`src/catmull_rom_path_sampler_defines.svh`:
```
// assertion macros shared by the path sampler modules
`ifndef CATMULL_ROM_PATH_SAMPLER_DEFINES_SVH
`define CATMULL_ROM_PATH_SAMPLER_DEFINES_SVH

// antecedent implies consequent in the same cycle, checked outside reset
`define CRPS_ASSERT_IMPLY(lbl, ante, cons, msg) \
   lbl: assert property (@(posedge clock) disable iff (reset) (ante) |-> (cons)) \
      else $error(msg);

// a condition that must never hold, checked outside reset
`define CRPS_ASSERT_NEVER(lbl, cond, msg) \
   lbl: assert property (@(posedge clock) disable iff (reset) !(cond)) \
      else $error(msg);

`endif

```
`src/crps_pkg.sv`:
```
// types and constants of the path sampler
`timescale 1ns / 1ps
package crps_pkg;

   localparam int CW     = 20;
   localparam int STEPW  = 9;
   localparam int FRAC   = 16;
   localparam int QW     = 18;
   localparam int QDEPTH = 4;
   localparam int QAW    = 2;
   localparam int QCW    = 3;

   localparam logic [STEPW-1:0] STEP_RESET = 9'd128;
   localparam logic signed [CW-1:0] COORD_MAX = 20'sd524287;
   localparam logic signed [CW-1:0] COORD_MIN = -20'sd524288;

   typedef logic signed [CW-1:0] coord_type;

   // one unit of work for the back end: an echo or a segment
   typedef struct packed {
      logic            echo;
      logic            first;
      logic            path_end;
      logic            run_last;
      coord_type [3:0] px;
      coord_type [3:0] py;
   } cmd_type;

endpackage

```
`src/crps_queue.sv`:
```
// command queue between front and back, two writes and one read per cycle
`timescale 1ns / 1ps
`include "catmull_rom_path_sampler_defines.svh"
module crps_queue (
   input  logic              clock,
   input  logic              reset,
   input  logic              push0,
   input  logic              push1,
   input  crps_pkg::cmd_type cmd0,
   input  crps_pkg::cmd_type cmd1,
   input  logic              pop,
   output crps_pkg::cmd_type head,
   output logic              not_empty,
   output logic              room2
);
   import crps_pkg::*;

   cmd_type              mem_ff [QDEPTH];
   logic [QAW-1:0]       wp_ff, wp_in, rp_ff, rp_in;
   logic [QCW-1:0]       cnt_ff, cnt_in;
   logic [QAW-1:0]       wp_next;
   logic [QCW-1:0]       n_push;

   assign head      = mem_ff[rp_ff];
   assign not_empty = (cnt_ff != '0);
   assign room2     = (cnt_ff <= QCW'(QDEPTH - 2));
   assign wp_next   = wp_ff + QAW'(1);
   assign n_push    = QCW'(push0) + QCW'(push1);

   // pointers and fill count
   always_comb begin
      wp_in  = wp_ff + QAW'(n_push);
      rp_in  = pop ? rp_ff + QAW'(1) : rp_ff;
      cnt_in = cnt_ff + n_push - QCW'(pop);
   end

   always_ff @(posedge clock) begin
      if (reset) begin
         wp_ff  <= '0;
         rp_ff  <= '0;
         cnt_ff <= '0;
      end else begin
         wp_ff  <= wp_in;
         rp_ff  <= rp_in;
         cnt_ff <= cnt_in;
      end
   end

   // storage
   always_ff @(posedge clock) begin
      if (push0) begin
         mem_ff[wp_ff] <= cmd0;
      end
      if (push1) begin
         mem_ff[wp_next] <= cmd1;
      end
   end

   `CRPS_ASSERT_IMPLY(a_pop_not_empty, pop, cnt_ff != '0, "pop from empty queue")
   `CRPS_ASSERT_IMPLY(a_push_room, push0 || push1, cnt_ff <= QCW'(QDEPTH - 2),
                      "push without room")
   `CRPS_ASSERT_IMPLY(a_push_order, push1, push0, "second write without first")

endmodule

```
`config.mk`:
```
export PLATFORM = sky130hd
export DESIGN_NAME = crps_queue
export DESIGN_NICKNAME = d
export VERILOG_FILES = /design/src/crps_pkg.sv /design/src/crps_queue.sv
export VERILOG_INCLUDE_DIRS = /design/src /design/src/src
export SDC_FILE = /design/constraint.sdc
export NUM_CORES = 1
export LEC_CHECK = 0
export BUFFER_PORTS_ARGS = -buffer_cell sky130_fd_sc_hd__buf_2
export CAP_MARGIN = 20
export CELL_PAD_IN_SITES_DETAIL_PLACEMENT = 1
export CELL_PAD_IN_SITES_GLOBAL_PLACEMENT = 1
export CORE_UTILIZATION = 44
export CTS_CLUSTER_DIAMETER = 50
export DETAILED_ROUTE_END_ITERATION = 6
export HOLD_SLACK_MARGIN = 0.12
export PLACE_DENSITY_LB_ADDON = 0.1
export SYNTH_ARGS = -nofsm -noshare
export SYNTH_HDL_FRONTEND = slang
export SYNTH_SLANG_ARGS = --single-unit
export TNS_END_PERCENT = 30
```
`constraint.sdc`:
```
create_clock -name clock -period 16.45 [get_ports clock]
set_input_delay 3.29 -clock clock [delete_from_list [all_inputs] [get_ports clock]]
set_output_delay 3.29 -clock clock [all_outputs]
set_load 0.1 [all_outputs]
```
[After elaboration in Yosys (flattened, before gate mapping)]
Memories as Yosys holds them, arrays and structs flattened. A register that Yosys moved wholly into a read port is not among the register bits.
Cells that the tools add are included.
Operators by class
  add/sub/neg operators: 6
  $lt $le $gt $ge: 1
  mux-type cells: 6
  reduce and logical (&&, ||, !) cells: 1
Operator list (number)
  $add 2x1->2 const B: 2
  $mux 1: 4
  $mux 2: 2
  $add 3x2->3: 1
  $le 3x2->1 const B: 1
  $reduce_bool 3->1: 1
  $sub 3x1->3: 1
  $add 1x1->2: 1
  $add 2x2->2: 1
Word-level totals
  register bits after elaboration: 7
  memory bits (writable): 656
  input port bits: 333
  output and inout port bits: 166
  logic and storage cells: 18
  memories kept: 1
Memory list
  mem_ff: depth 4, width 164, rd ports 1, clocked after memory_dff 1, wr ports 2, RTL line crps_queue.sv:18  | cmd_type mem_ff [QDEPTH];

[Logic depth before layout (Yosys ltp)]
  depth in word-level cells: 3
  depth in mapped cells: 7
  gate-level depth less buffers: 7

[Worst setup path before layout]
Ideal clock, no wire load.
  path type: input-to-reg
  from: input push0
  to: memory mem_ff[2][0] (netlist bit) (enable)
  library setup time: 0.914 ns
  arrival: 14.794 ns
  required time: 15.536 ns
  path slack: 0.742 ns
  stages: 2
  buffers on the path: 0
  path through: nand2b_1 > o21ai_0
RTL lines
  from (decl): RTL line crps_queue.sv:7  | input logic push0,
  to (decl): RTL line crps_queue.sv:18

==> impl_metrics.csv <==
group,metric,value,unit
drt,drcViolationCount,0,
drt,wirelength,86.43,mm
cts,cts_tree,"done",
run_status,status,"complete, no violations",
pwr,p_per_area,144.4,nW/µm²
yosys,synth_area_leader_cell,"edfxtp_1",
cts,htreeDepth,3,
worst_setup_path,cp_data_arrival_time,4010,ps
yosys,ys_seq_area_share,62.08,%
floorplanning,die-area,73850,µm²
sta,finalCriticalPeriod,7300,ps
drt,vias_per_cell,5.544,
finish,fin_area,38290,µm²
drt,vias,17730,
drt,ant_nets,0,
drt,wire_per_inst,27.03,µm
worst_setup_path,path_max_fanout,40,
floorplanning,fp-row-count,98,
cts,cts_buffer_depth,3,
floorplanning,start_util,44.64,%
cts,cts_hold_buffers,0,
sta,fin_hold_ws,531.7,ps
sta,finalWorstSetupSlack,9150,ps
sta,rsz0062_at_grt,"false",
cts,cts_buffers,90,
drt,first_pass_iters,5,
global_route,grt.overflow.total,0,
floorplanning,ios,499,
yosys,synth_cells,1634,
pwr,vdd_drop_max,109.8,µV
run,max_cap_viol_count,0,
finish,drive_gt1_share,67.00,%
yosys,synth.net_count,1971,
placed_design,place_hpwl,53.18,mm
finish,fin_util,53.37,%
cts,root_buffer,"clkbuf_16",
cts,clock_latency,630,ps
yosys,synth_top_area_share,61.52,%
placed_design,port_buffers,498,
yosys,synth-compound-area-share,0.1094,%
yosys,synth-seq-cells,665,
worst_setup_path,start_kind,"register",
placed_design,place.gp.congestion,0.7859,
placed_design,dp_slack,9466,ps
yosys,synth_simple_gate_area_share,0.3126,%
global_route,grt_pass1_wl,126.7,mm
pwr,cellLeakagePower,13.53,nW
yosys,synth_xor_area_share,0.1837,%
finish,fill_cells,6662,
cts,cts_sinks,665,
yosys,synth_top_family_by_area,"multiplexers",
sta,skew,24.41,ps
yosys,synth_warnings,0,
sta,hold_viol,0,
drt,drt_first_iter_violations,980,
sta,drv_slew,0,
floorplanning,die_w,271.8,µm
placed_design,placed_cells,3009,
worst_setup_path,r2r_slack,12140,ps
sta,slew_headroom,22.22,%
worst_setup_path,required,13160,ps
global_route,track_usage,23.15,%
global_route,antenna_found_initial,46,
yosys,synthAdderAreaFrac,0.1798,%
global_route,first_global_vias,19570,
worst_setup_path,end_kind,"primary output",
floorplanning,core_area,71730,µm²
yosys,synth.avg_cell_area,19.60,µm²
sta,post-route-period-util,44.38,%
sta,final.setup.tns,0,ps
global_route,grt_max_degree,63,
hold_path,holdCritPathClass,"reg2reg",
finish,stdcell_count,3198,
floorplanning,fp.dieH,271.8,µm
sta,finalSetupViolations,0,
finish,nets,2488,
sta,fmax,0.1370,GHz
finish,layout_commonest_cell,"edfxtp_1",
sta,tightest_slew,1167,ps
pwr,finalPower,5.527,mW
yosys,syn_area,32020,µm²
cts,path_clk_slew,50,ps
cts,postCtsSetupBuffers,0,
yosys,ys_top_cells_by_area,"edfxtp_1, mux2_2, mux4_2",
finish,area_growth_syn_to_layout,19.57,%
finish,final_cell_mix,"edfxtp_1, mux2_2, buf_2",
yosys,ys_types,28,
placed_design,dpl-instance-area,35290,µm²
cts,cts_resized,0,
yosys,synth_mux_area_share,34.67,%
worst_setup_path,crit_type,"reg2out",
where the power goes:
group	total, mW	switching [mW]	leakage (nW)	internal [mW]
logic	1.42	1.04	5.89	0.383
clock network	1.92	0.758	1.41	1.16
registers	2.19	0.0616	6.23	2.13
total	5.53	1.86	13.5	3.67
registers in the layout (all words and copies together), names as in the netlist, named ones only:
name	cells
cnt_ff	3
wp_ff	2
rp_ff	2
mem_ff	656
metal layers:
| layer | up-vias | track usage, % | part of all wire (%) |
|---|---|---|---|
| li1 | 7860 | - | - |
| met1 | 9198 | 28.20 | 40 |
| met2 | 483 | 39.49 | 51 |
| met3 | 147 | 6.652 | 6.6 |
| met4 | 42 | 7.540 | 2.1 |
| met5 | - | 0 | 0.31 |
cells in the mapped netlist (all sizes together):
cell	instances
a21bo	1
a21oi	3
and3b	1
buf	107
clkbuf	4
dfxtp	9
edfxtp	656
fa	1
ha	3
inv	4
mux2	657
mux2i	1
mux4	164
nand2b	1
nand3	1
nand3b	3
nor2	7
nor2b	2
nor3b	1
o21ai	2
or3	1
xnor2	3
xor2	1
xor3	1
critical path: stages (launching register included):
cell	delay (ps)
dfxtp_4	950
buf_4	720
buf_4	710
mux4_2	610
buf_2	320
cells by family (layout without fill, tap and decap cells):
logic type	count (synthesis)	in the layout
xor+xnor	5	5
simple gates	17	17
fa+ha+maj	4	4
flops	665	665
compound gates	6	6
mux	822	822
other cells	0	24
buf+inv	115	705
area by class of cell:
class	instances	area, µm²	share of cell area [%]
Sequential cell	665	19890	51.94
Clock inverter	54	561.8	1.467
Clock buffer	111	2374	6.200
Tap cell	950	1189	3.105
Antenna cell	24	60.06	0.1569
Timing Repair Buffer	536	2790	7.288
Multi-Input combinational cell	854	11410	29.80
Inverter	4	15.01	0.03922
final timing paths:
path,startpoint,to,cells past startpoint
setup / recovery,register,head[57],4
hold / removal,rp_ff[1],register,2
setup reg to reg,wp_ff[1],mem_ff[2][38],5
hold reg to reg,rp_ff[1],register,2
Note: power is estimated with default switching activity, not from simulation.
