===== src/catmull_rom_path_sampler_defines.svh =====
// assertion macros shared by the path sampler modules
`ifndef CATMULL_ROM_PATH_SAMPLER_DEFINES_SVH
`define CATMULL_ROM_PATH_SAMPLER_DEFINES_SVH

// antecedent implies consequent in the same cycle, checked outside reset
`define CRPS_ASSERT_IMPLY(lbl, ante, cons, msg) \
   lbl: assert property (@(posedge clock) disable iff (reset) (ante) |-> (cons)) \
      else $error(msg);

// a condition that must never hold, checked outside reset
`define CRPS_ASSERT_NEVER(lbl, cond, msg) \
   lbl: assert property (@(posedge clock) disable iff (reset) !(cond)) \
      else $error(msg);

`endif


===== src/crps_pkg.sv =====
// types and constants of the path sampler
`timescale 1ns / 1ps
package crps_pkg;

   localparam int CW     = 20;
   localparam int STEPW  = 9;
   localparam int FRAC   = 16;
   localparam int QW     = 18;
   localparam int QDEPTH = 4;
   localparam int QAW    = 2;
   localparam int QCW    = 3;

   localparam logic [STEPW-1:0] STEP_RESET = 9'd128;
   localparam logic signed [CW-1:0] COORD_MAX = 20'sd524287;
   localparam logic signed [CW-1:0] COORD_MIN = -20'sd524288;

   typedef logic signed [CW-1:0] coord_type;

   // one unit of work for the back end: an echo or a segment
   typedef struct packed {
      logic            echo;
      logic            first;
      logic            path_end;
      logic            run_last;
      coord_type [3:0] px;
      coord_type [3:0] py;
   } cmd_type;

endpackage


===== src/crps_front.sv =====
// front end: waypoint history and segment classification
`timescale 1ns / 1ps
module crps_front (
   input  logic                         clock,
   input  logic                         reset,
   input  logic                         req_tvalid,
   output logic                         req_tready,
   input  logic signed [crps_pkg::CW-1:0] x_coord,
   input  logic signed [crps_pkg::CW-1:0] y_coord,
   input  logic                         last_waypoint,
   input  logic                         q_room,
   output logic                         push0,
   output logic                         push1,
   output crps_pkg::cmd_type            cmd0,
   output crps_pkg::cmd_type            cmd1
);
   import crps_pkg::*;

   logic [1:0] cnt_ff, cnt_in;
   coord_type  hx_ff [3];
   coord_type  hy_ff [3];
   logic       accept;
   logic       seg_a;
   cmd_type    echo_cmd, a_cmd, b_cmd;

   assign req_tready = q_room;
   assign accept     = req_tvalid && q_room;
   assign seg_a      = (cnt_ff >= 2'd2);

   // candidate commands
   always_comb begin
      echo_cmd          = '0;
      echo_cmd.echo     = 1'b1;
      echo_cmd.first    = 1'b1;
      echo_cmd.path_end = last_waypoint;
      echo_cmd.run_last = 1'b1;
      echo_cmd.px[2]    = x_coord;
      echo_cmd.py[2]    = y_coord;

      a_cmd          = '0;
      a_cmd.run_last = !last_waypoint;
      a_cmd.px[0]    = (cnt_ff == 2'd2) ? hx_ff[1] : hx_ff[2];
      a_cmd.py[0]    = (cnt_ff == 2'd2) ? hy_ff[1] : hy_ff[2];
      a_cmd.px[1]    = hx_ff[1];
      a_cmd.py[1]    = hy_ff[1];
      a_cmd.px[2]    = hx_ff[0];
      a_cmd.py[2]    = hy_ff[0];
      a_cmd.px[3]    = x_coord;
      a_cmd.py[3]    = y_coord;

      b_cmd          = '0;
      b_cmd.path_end = 1'b1;
      b_cmd.run_last = 1'b1;
      b_cmd.px[0]    = (cnt_ff == 2'd1) ? hx_ff[0] : hx_ff[1];
      b_cmd.py[0]    = (cnt_ff == 2'd1) ? hy_ff[0] : hy_ff[1];
      b_cmd.px[1]    = hx_ff[0];
      b_cmd.py[1]    = hy_ff[0];
      b_cmd.px[2]    = x_coord;
      b_cmd.py[2]    = y_coord;
      b_cmd.px[3]    = x_coord;
      b_cmd.py[3]    = y_coord;
   end

   // select what goes into the queue
   always_comb begin
      push0 = 1'b0;
      push1 = 1'b0;
      cmd0  = b_cmd;
      cmd1  = b_cmd;
      if (cnt_ff == 2'd0) begin
         push0 = accept;
         cmd0  = echo_cmd;
      end else if (seg_a) begin
         push0 = accept;
         push1 = accept && last_waypoint;
         cmd0  = a_cmd;
      end else begin
         push0 = accept && last_waypoint;
      end
   end

   // received count
   always_comb begin
      cnt_in = cnt_ff;
      if (accept) begin
         if (last_waypoint) begin
            cnt_in = 2'd0;
         end else if (cnt_ff != 2'd3) begin
            cnt_in = cnt_ff + 2'd1;
         end
      end
   end

   always_ff @(posedge clock) begin
      if (reset) begin
         cnt_ff <= 2'd0;
      end else begin
         cnt_ff <= cnt_in;
      end
   end

   // history shift, cleared at end of path
   always_ff @(posedge clock) begin
      if (reset) begin
         for (int i = 0; i < 3; i++) begin
            hx_ff[i] <= '0;
            hy_ff[i] <= '0;
         end
      end else if (accept) begin
         if (last_waypoint) begin
            for (int i = 0; i < 3; i++) begin
               hx_ff[i] <= '0;
               hy_ff[i] <= '0;
            end
         end else begin
            hx_ff[2] <= hx_ff[1];
            hy_ff[2] <= hy_ff[1];
            hx_ff[1] <= hx_ff[0];
            hy_ff[1] <= hy_ff[0];
            hx_ff[0] <= x_coord;
            hy_ff[0] <= y_coord;
         end
      end
   end

endmodule


===== config.mk =====
export PLATFORM = sky130hd
export DESIGN_NAME = crps_front
export DESIGN_NICKNAME = d
export VERILOG_FILES = /design/src/catmull_rom_path_sampler_defines.svh /design/src/crps_pkg.sv /design/src/crps_front.sv
export SDC_FILE = /design/constraint.sdc
export NUM_CORES = 1
export LEC_CHECK = 0
export ABC_CLOCK_PERIOD_IN_PS = 4400
export BUFFER_PORTS_ARGS = -buffer_cell sky130_fd_sc_hd__buf_2
export CAP_MARGIN = 10
export CORE_MARGIN = 4
export CORE_UTILIZATION = 40
export DETAILED_ROUTE_END_ITERATION = 12
export PLACE_DENSITY_LB_ADDON = 0.15
export SETUP_SLACK_MARGIN = 0.4
export SLEW_MARGIN = 15
export SYNTH_ARGS = -nofsm -noshare
export SYNTH_HDL_FRONTEND = slang
export SYNTH_SLANG_ARGS = --single-unit

===== constraint.sdc =====
create_clock -name clock -period 4.4 [get_ports clock]
set_clock_uncertainty 0.2 [all_clocks]
set_input_delay 0.44 -clock clock [delete_from_list [all_inputs] [get_ports clock]]
set_output_delay 0.44 -clock clock [all_outputs]
set_load 0.01 [all_outputs]

Yosys cells after proc, flatten, opt, wreduce, memory -nomap -nowiden
Memories as Yosys holds them, arrays and structs flattened.
Cells that the tools add are included.
{"block": "totals", "register_bits": 2, "wordCells": 60, "mem_bits_rw": 120, "in_bits": 45, "n_memories": 2, "output_inout_bits": 331}
{"name": "hx_ff", "words": 3, "width": 20, "read_ports": 3, "rd_ports_with_merged_regs": 0, "write_ports": 3, "line": "crps_front.sv:20", "source": "coord_type hx_ff [3];"}
{"name": "hy_ff", "words": 3, "width": 20, "read_ports": 3, "rd_ports_with_merged_regs": 0, "write_ports": 3, "line": "crps_front.sv:21", "source": "coord_type hy_ff [3];"}
{"block": "op_classes", "n_mux": 34, "order_cmp": 1, "addsub": 1, "bitwise": 12, "reduce_logical": 6, "eq_ne": 3}
{"cell": "two-way mux 20 bit", "n": 16}
{"cell": "two-way mux 164 bit", "n": 1}
{"cell": "two-way mux 162 bit", "n": 1}
{"cell": "two-way mux 1 bit", "n": 14}
{"cell": "bitwise OR 1 bit", "n": 12}
{"cell": "two-way mux 2 bit", "n": 2}
{"cell": "adder 2 x 1 -> 2 bit (second input constant)", "n": 1}
{"cell": "equality test 2 x 1 -> 1 bit (second input constant)", "n": 1}
{"cell": "equality test 2 bit (second input constant)", "n": 1}
{"cell": "greater-or-equal comparator 2 bit (second input constant)", "n": 1}
{"cell": "logical AND 1 bit", "n": 2}
{"cell": "logical NOT 2 bit", "n": 1}
{"cell": "inequality test 2 bit (second input constant)", "n": 1}
{"cell": "AND reduction 2 bit", "n": 1}
{"cell": "nonzero test 2 bit", "n": 1}
{"cell": "logical NOT 1 bit", "n": 1}

Logic depth before layout (Yosys ltp)
{"block": "logic_depth", "ltp_word": 6, "ltp_mapped": 7}

Worst setup path after synthesis
Ideal clock, no wire load.
{"block": "synth_path", "path_kind": "in2reg", "from": "in req_tvalid", "to": "mem hx_ff[0][0] (netlist name) (enable)", "n_path_buf": 0, "setup_slack_ns": 0.512, "stages": 2, "arrival_ns": 3.204, "cell_sequence": "nand2_1 -> or2b_1"}
{"element": "start, declared", "line": "crps_front.sv:6", "source": "input logic req_tvalid,"}
{"element": "end, declared", "line": "crps_front.sv:20"}

==> metrics.md <==
| Metric | Value |
|---|---|
| Detail Placement HPWL | `14,900 um` |
| Syn. warnings | `0` |
| Via-per-instance ratio | `slightly below 5` |
| Initial DRC count | `about 220` |
| Routed Antenna Nets | `0` |
| NumNets Final | `1,005` |
| Final Hold Fails | `0` |
| Mapped Avg Cell Area | `11.1 um2` |
| Wirelength per Cell | `17.9 um` |
| GRT Residual Overflow | `0` |
| Slew Limit Fails | `0` |
| Share of cells above drive strength 1 | `54.5%` |
| Hold Path Origin | `reset` |
| R2R Path End | `cnt_ff[1]$_SDFFE_PP0P_` |
| CP endpoint kind | `output pin` |
| Final setup viols | `0` |
| Antenna Cells | `0` |
| Synthesized instance count | `731` |
| Worst vdd rail ir drop | `237 uV` |
| CP max FO | `87` |
| Gpl congestion | `slightly above 0.7` |
| Antenna violations before repair | `0` |
| Via count | `6,082` |
| Data required, critical path | `3760 ps` |
| Clock Latency Late Sink | `400 ps` |
| Clock Sinks | `122` |
| Fin Setup TNS | `0 ps` |
| CTS root buffer | `clkbuf_16` |
| I/O pin count | `roughly 380` |
| Largest net degree at the start of global routing | `between 80 and 90` |
| Syn Std Cell Area | `8090 um2` |
| Cells on worst reg2reg path | `4` |
| Hold Crit Class | `in2reg` |
| Buf/Inv on CP | `3` |
| All-Layer GR Usage | `19.0%` |
| Fin worst setup slack | `840 ps` |
| Crit path depth | `6` |
| Critical path class | `reg2out` |
| Max cap viols | `0` |
| Period utilization | `80.9%` |
| Clk pin slew, worst setup/hold paths | `50 ps` |
| Vias in the first global route | `5,930` |
| Fmax achieved | `281 MHz` |
| Crit path launch type | `flip-flop` |
| Area grow syn2layout | `21.6%` |
| # hold bufs at CTS | `0` |
| Outcome | `finished, final reports clean` |
| WP data arrival | `2920 ps` |
| DP Worst Slack | `1230 ps` |
| First-pass GRT wire length | `33,600 um` |
| Min-Delay Endpoint | `cnt_ff[0]$_SDFFE_PP0P_` |
| DRC | `0` |
| Worst slew pin tran | `1080 ps` |
| Top cell family by delay on the critical path | `buffers and inverters` |
| Post-CTS resize count | `0` |
| Core Rows | `51` |
| Pwr/cell area | `332 nW/um2` |
| Clock buffer depth | `2` |
| Delay of the slowest critical-path stage | `530 ps` |
| Sequential element share of the synthesized area | `45.0%` |
| Post-CTS Setup Inserts | `0` |
| Horiz. Die Dim | `about 150 um` |
| Ordered list of cells on the worst path | `inv_1 -> ha_4 -> nor2_4 -> buf_4 -> mux2_2 -> buf_2` |
| Tmin final | `3560 ps` |
| Htree depth | `4` |
| Internal reg-to-reg setup slack | `between 2000 and 2500 ps` |
| Seq cells post-synth | `~120` |
| Static leakage | `around 0.0047 uW` |
| Initial Util | `between 40% and 50%` |
| # port buffers | `between 300 and 400` |
| Critical R2R Launch | `cnt_ff[1]$_SDFFE_PP0P_` |
| Hold path depth | `2` |
| RSZ-0062 raised after global routing | `false` |
| CORE AREA | `approximately 20,000 um2` |
| Detailed Route WL | `approximately 22,000 um` |
| CTS tree | `built` |
| CTS Buf Count | `17` |
| Rel. slew slack | `between 20% and 30%` |
| Cell variety after synth | `28` |
| Die area | `22,600 um2` |
| Drt pass-1 iters | `4` |
| Die height | `150 um` |
| CP max-delay cell | `dfxtp_1` |
-- metrics by stage --
stage	hold slack (ps)	std cells	power, uW	utilization (%)	area, um2
after floorplan	294	733	1770	-	8100
after detailed placement	357	1202	1920	47.1	9250
after global placement	328	1202	1920	47.1	9250
after CTS	60.6	1234	3310	50.0	9840
final	80.9	1234	3270	50.0	9840
after global routing	75.5	1234	3410	50.0	9840
-- routing by layer --
metal  vias to the layer above  wire, um  track usage, %
li1                       2906         -               -
met1                      2954      9560            24.4
met2                       211     11100            32.8
met3                        11      1240            3.85
met4                         0       196            4.80
met5                         -         0               0
-- registers in the layout, summed over array words and instances, names as in the netlist --
name and cells:
hy_ff 60, cnt_ff 2, hx_ff 60
-- report_power, final --
part	switching (uW)	internal (uW)	total [uW]	leakage, uW
registers	72.1	1350	1420	0.00128
clock network	495	882	1380	0.000284
logic	269	197	466	0.00309
-- cell usage in the layout, fill, tap and decap left out, drive strengths merged --
cell type  netlist  layout
buf            155     381
and2           120     120
edfxtp         120     120
mux2            80      80
a21oi           44      44
inv             43      43
nor2b           42      42
a22o            40      40
o221a           40      40
clkbuf          22      18
clkinv           0       9
conb             2       4
nor2             4       4
ha               4       4
o21ai            3       3
bufinv           0       3
nand2            3       3
nor3             2       2
clkinvlp         0       2
dfxtp            2       2
nand2b           1       1
or2b             1       1
nor4             1       1
or4              1       1
or4b             1       1
-- worst register-to-register path: stages, from the launching register on --
cell     delay (ps)
dfxtp_1         530
inv_1           160
ha_4            280
or4b_2          570
a21oi_1         160
-- cells in the mapped netlist --
library cell | count | area share (%)
nor2_1 | 2 | 0.093
mux2_2 | 70 | 9.7
ha_1 | 4 | 0.62
or2b_1 | 1 | 0.093
o221a_2 | 37 | 5.2
nor2b_1 | 42 | 3.2
a21oi_1 | 44 | 2.7
nor2_4 | 1 | 0.14
nor2_2 | 1 | 0.077
buf_2 | 23 | 1.4
edfxtp_1 | 120 | 45
nand2b_1 | 1 | 0.077
nor4_1 | 1 | 0.077
nand2_1 | 3 | 0.14
buf_4 | 130 | 12
or4_1 | 1 | 0.093
buf_1 | 2 | 0.093
inv_1 | 43 | 2.0
mux2_1 | 10 | 1.4
or4b_2 | 1 | 0.12
a22o_1 | 40 | 4.3
conb_1 | 2 | 0.093
nor3_2 | 2 | 0.25
and2_1 | 120 | 9.3
dfxtp_1 | 2 | 0.50
clkbuf_1 | 22 | 1.0
o221a_1 | 3 | 0.42
o21ai_0 | 3 | 0.19
-- worst max path at each step --
stage	endpoint	slack, ps	startpoint
6_report	cmd0[57]	840	cnt_ff[1]$_SDFFE_PP0P_
5_1_grt	cmd0[53]	610	cnt_ff[1]$_SDFFE_PP0P_
3_3_place_gp	cmd0[122]	1290	cnt_ff[1]$_SDFFE_PP0P_
2_1_floorplan	hx_ff[0][0]$_SDFFCE_PN0P_	510	req_tvalid
4_1_cts	cmd0[125]	790	cnt_ff[1]$_SDFFE_PP0P_
3_5_place_dp	cmd0[125]	1230	cnt_ff[1]$_SDFFE_PP0P_
-- logic make-up after synthesis --
family                   synth area share, %
AO/OA/AOI/OAI                           12.8
adder cells (fa/ha/maj)                0.619
buffers and inverters                   16.6
flip-flops                              45.0
multiplexers                            11.1
other                                 0.0929
AND/OR/NAND/NOR                         13.7
-- area by class of cell --
class                           instances  area [um2]
Timing Repair Buffer                  381        1960
Multi-Input combinational cell        391        3160
Clock inverter                         14         155
Fill cell                            1909        9820
Inverter                               43         161
Clock buffer                           18         429
Tap cell                              265         332
Sequential cell                       122        3640
(Power assumes the default switching activity.)
